`config.mk`:
```
export PLATFORM = sky130hd
export DESIGN_NAME = amd_queue
export DESIGN_NICKNAME = d
export VERILOG_FILES = /design/src/hdl/amd_pkg.sv /design/src/hdl/amd_queue.sv
export SDC_FILE = /design/constraint.sdc
export NUM_CORES = 2
export LEC_CHECK = 0
export BUFFER_PORTS_ARGS = -buffer_cell sky130_fd_sc_hd__buf_2
export CORE_AREA = 2 2 753 755
export DETAILED_ROUTE_END_ITERATION = 8
export DIE_AREA = 0 0 755 757
export GPL_ROUTABILITY_DRIVEN = 0
export GPL_TIMING_DRIVEN = 0
export SLEW_MARGIN = 20
export SYNTH_ARGS = -nofsm -noshare
export SYNTH_HDL_FRONTEND = slang
export SYNTH_SLANG_ARGS = --single-unit
```
`constraint.sdc`:
```
create_clock -name clk -period 51.7 [get_ports clk]
set_clock_uncertainty 0.2 [all_clocks]
set_input_delay 7.755 -clock clk [delete_from_list [all_inputs] [get_ports clk]]
set_output_delay 7.755 -clock clk [all_outputs]
set_load 0.05 [all_outputs]
```
`src/hdl/amd_pkg.sv`:
```
// Shared widths, constants and word types for the affine matrix decompose unit.
`default_nettype none
package amd_pkg;
    localparam int DATA_W      = 32;
    localparam int SQ_W        = 64;
    localparam int ROOT_W      = 32;
    localparam int QBITS       = 30;
    localparam int QUO_W       = QBITS + 1;
    localparam int SCALE_W     = 31;
    localparam int QUEUE_DEPTH = 4;

    // Word written by the front into the queue
    typedef struct packed {
        logic [2:0][2:0][DATA_W-1:0] mag;
        logic [2:0][2:0]             sgn;
        logic [2:0][2:0][SQ_W-1:0]   sq;
        logic [2:0][DATA_W-1:0]      trans;
    } mat_word_t;

    // Carried alongside the column length roots
    typedef struct packed {
        logic [2:0][2:0][DATA_W-1:0] mag;
        logic [2:0][2:0]             sgn;
        logic [2:0][DATA_W-1:0]      trans;
    } col_side_t;

    // Carried alongside the normalizing divides
    typedef struct packed {
        logic [2:0][2:0]             sgn;
        logic [2:0][SCALE_W-1:0]     scale;
        logic                        degen;
        logic [2:0][DATA_W-1:0]      trans;
    } rot_side_t;

    // Carried alongside the quaternion length root
    typedef struct packed {
        logic [3:0][DATA_W-1:0]      vmag;
        logic [3:0]                  sgn;
        logic [2:0][SCALE_W-1:0]     scale;
        logic                        degen;
        logic [2:0][DATA_W-1:0]      trans;
    } qlen_side_t;

    // Carried alongside the quaternion divides
    typedef struct packed {
        logic [3:0]                  sgn;
        logic [2:0][SCALE_W-1:0]     scale;
        logic                        degen;
        logic [2:0][DATA_W-1:0]      trans;
    } quat_side_t;
endpackage
`default_nettype wire

```
`src/hdl/amd_queue.sv`:
```
// Short queue of classified matrix words between the front and the back.
`default_nettype none
module amd_queue #(
    parameter int DEPTH = amd_pkg::QUEUE_DEPTH
) (
    input  wire logic                clk,
    input  wire logic                rst_n,
    input  wire logic                wr_valid,
    input  wire amd_pkg::mat_word_t  wr_word,
    output logic                     full,
    input  wire logic                rd_en,
    output logic                     rd_valid,
    output amd_pkg::mat_word_t       rd_word
);
    localparam int PTR_W = (DEPTH > 1) ? $clog2(DEPTH) : 1;
    localparam int CNT_W = $clog2(DEPTH + 1);

    amd_pkg::mat_word_t mem [DEPTH];
    logic [PTR_W-1:0]   wr_ptr_reg, wr_ptr_next;
    logic [PTR_W-1:0]   rd_ptr_reg, rd_ptr_next;
    logic [CNT_W-1:0]   count_reg, count_next;
    logic               push, pop;

    assign full     = (count_reg == CNT_W'(DEPTH));
    assign rd_valid = (count_reg != '0);
    assign rd_word  = mem[rd_ptr_reg];
    assign push     = wr_valid && !full;
    assign pop      = rd_en && rd_valid;

    // advance pointers with explicit wrap
    always_comb
    begin
        wr_ptr_next = wr_ptr_reg;
        rd_ptr_next = rd_ptr_reg;
        count_next  = count_reg;
        if (push)
            wr_ptr_next = (wr_ptr_reg == PTR_W'(DEPTH - 1)) ? '0 : wr_ptr_reg + 1'b1;
        if (pop)
            rd_ptr_next = (rd_ptr_reg == PTR_W'(DEPTH - 1)) ? '0 : rd_ptr_reg + 1'b1;
        if (push && !pop)
            count_next = count_reg + 1'b1;
        else if (pop && !push)
            count_next = count_reg - 1'b1;
    end

    always_ff @(posedge clk or negedge rst_n)
    begin
        if (!rst_n)
        begin
            wr_ptr_reg <= '0;
            rd_ptr_reg <= '0;
            count_reg  <= '0;
        end
        else
        begin
            wr_ptr_reg <= wr_ptr_next;
            rd_ptr_reg <= rd_ptr_next;
            count_reg  <= count_next;
        end
    end

    always_ff @(posedge clk)
    begin
        if (push)
            mem[wr_ptr_reg] <= wr_word;
    end
endmodule
`default_nettype wire

```
==> flow_metrics.tcl <==
set metrics [dict create \
    io_pins 1944 \
    yosysTopAreaCellShare_pct 83.2 \
    largest_reg_flops 3876 \
    die_h_um 757 \
    start_util_pct 24.8 \
    num_vias 71747 \
    post_cts_buffers 0 \
    p_per_area_mw_per_mm2 71.3 \
    combPwrFrac_pct 43.3 \
    clkLatencyLatePin_ps 970 \
    drive_above_1_share_pct 47.6 \
    clk_pin_slew_ps 60 \
    synth.most_common_cell "edfxtp_1" \
    critPathLaunchType "flop" \
    yosysTopAreaCell "edfxtp_1" \
    root_buffer "clkbuf_16" \
    grt_pass1_wl_um 680000 \
    area_growth_pct 25.9 \
    total_power_w 0.0126 \
    path_max_fanout 12 \
    seq_area_frac_synth_pct 83.3 \
    synth_cell_type_count 20 \
    run_status "finished, final reports clean" \
    worst-setup-path-type "flop to primary output" \
    intPower_w 0.00711 \
    cpPeakStageDelay_ps 740 \
    clkPwrFrac_pct 22.7 \
    synthArstFlopShare_pct 0.180 \
    yosys-top-cells-area "edfxtp_1, mux4_2, buf_2" \
    core_mm2 0.563 \
    cts_tree "yes" \
    fin_nets 8554 \
    synth_commonest_cells "edfxtp_1, mux4_2, buf_2" \
    clock-sinks 3883 \
    p_switching_w 0.00544 \
    clock_path_buffers 4 \
    routed_wl_um 529000 \
    cp_cell_sequence "buf_2 -> buf_4 -> buf_1 -> mux4_2 -> buf_2" \
    tightest_slew_ps 1070 \
    grt_antenna_before_repair 531 \
    max_slew_margin_pct 28.9 \
    grt_max_degree 47 \
    rows 276 \
    hpwl_um 423000 \
    avgSynthCellArea_um2 27.4 \
    post_drt_wl_per_cell_um 33.6 \
    seq_power_share_pct 33.9 \
    grt_use_total_pct 17.8 \
    hp-class "flop to flop" \
    yosysWarnings 0 \
    die_x_um 755 \
    via_per_inst 4.55 \
    synth.cell_area_mm2 0.140 \
    vdd_drop_max_uv 51.8 \
    p_leak_nw 57.8 \
    finalHoldViolations 0 \
    syn-num-nets 6078 \
    maxSlewViolCount 0 \
    synth_flop_cell "edfxtp_1" \
    swShare_pct 43.3 \
    setup_viol 0 \
    synth_edf_count 3876 \
    arrival_ps 4870 \
    instances_no_fill 15761 \
    htree_levels 5 \
    firstDrtPassIters 6 \
    finalCriticalPeriod_ps 12830 \
    port_buffers 1943 \
    cts_hold_buf 0 \
    postRouteAntennaNets 0 \
    overflow 0 \
    drv_cap 0 \
    critPathSlowestCell "buf_2" \
    cts_resized 0 \
    place_inst 14678 \
    rsz0062_at_grt "false" \
    tns_ps 0 \
    cts_buffers 400 \
    die-area_mm2 0.572 \
    crit_path_end_kind "primary output" \
    grt_pass1_vias 70114 \
    postSynthCellCount 5098 \
    crit_required_ps 43740 \
    cpMostUsedCell "buf_2" \
    drc 0 \
    drt_iter0_drc 9537 \
    period_share_pct 24.8 \
    ys_ff_latch 3883 \
    fmax_mhz 78.0 \
]
[logic make-up after synthesis]
kind of cell / Yosys count / synth area share [%]
and+or+nand+nor: 12 / 0.0438
adders and majority gates: 7 / 0.0680
buffers and inverters: 219 / 0.880
DFF: 3883 / 83.3
xor gates and xnor gates: 3 / 0.0188
muxes: 974 / 15.6
[layout make-up]
class / count / area [um^2]
antenna: 362 / 906
buffer: 216 / 1230
clock buffer: 486 / 10400
clock inverter: 235 / 2570
fill: 53505 / 387000
inverter: 3 / 11.3
multi-input combinational: 996 / 22100
sequential: 3883 / 117000
tap: 7506 / 9390
timing repair buffer: 2074 / 12900
[worst paths after layout]
check                           slack [ps]       endpoint  cells past startpoint          start
worst min-delay path                   300   count_reg[2]                      1   count_reg[2]
worst min register to register         300   count_reg[2]                      1   count_reg[2]
min in group asynchronous             6410   count_reg[0]                      1          rst_n
worst max-delay path                 38870   rd_word[590]                      5  rd_ptr_reg[1]
worst max register to register       46820    mem[0][384]                     11   count_reg[2]
max in group asynchronous            44700  rd_ptr_reg[1]                      1          rst_n
[worst max-delay path: cells and delay by family (launching register included)]
| family | cells | cell delay (ps) |
|---|---|---|
| buffers and inverters | 4 | 2850 |
| flip-flops | 1 | 360 |
| multiplexers | 1 | 480 |
[per-stage QoR]
| stage | utilization (%) | worst slack [ps] | cell area, um^2 | hold WS (ps) |
|---|---|---|---|---|
| 2_1_floorplan | - | 868 | 140000 | 247 |
| 3_3_place_gp | 28.2 | -32440 | 159000 | 277 |
| 3_5_place_dp | 28.8 | 39550 | 162000 | 277 |
| 4_1_cts | 31.1 | 38500 | 175000 | 287 |
| 5_1_grt | 31.1 | 38590 | 175000 | 320 |
| 6_report | 31.3 | 38870 | 176000 | 296 |
[cells in the final DEF, fill, tap and decap left out, drive strengths merged]
master | synthesis | final
ha | 6 | 6
inv | 3 | 18
edfxtp | 3876 | 3876
xor2 | 2 | 2
clkinvlp | 0 | 21
mux4 | 969 | 969
mux2 | 5 | 5
clkinv | 0 | 165
or3 | 1 | 1
buf | 191 | 2265
nor3b | 1 | 1
nor2 | 4 | 4
fa | 1 | 1
diode | 0 | 362
nor2b | 1 | 1
nand2 | 2 | 2
bufinv | 0 | 34
dfrtp | 7 | 7
and2 | 3 | 3
xnor2 | 1 | 1
clkbuf | 25 | 511
[routing by layer]
metal / share of wire (%) / routed length (um) / track usage [%]
met4: 4.7 / 25000 / 6.90
met5: 0.47 / 2480 / 0
met3: 17 / 87400 / 10.5
met2: 44 / 231000 / 26.7
met1: 35 / 183000 / 20.8
[power groups by stage]
stage          sequential (W)  clock [W]  combinational (W)
2_1_floorplan         0.00513          0            0.00337
3_3_place_gp          0.00584          0            0.00532
3_5_place_dp          0.00432          0            0.00550
4_1_cts               0.00426    0.00291            0.00552
5_1_grt               0.00429    0.00303            0.00559
6_report              0.00426    0.00285            0.00544
No activity file was read; power rests on OpenSTA's default activity.
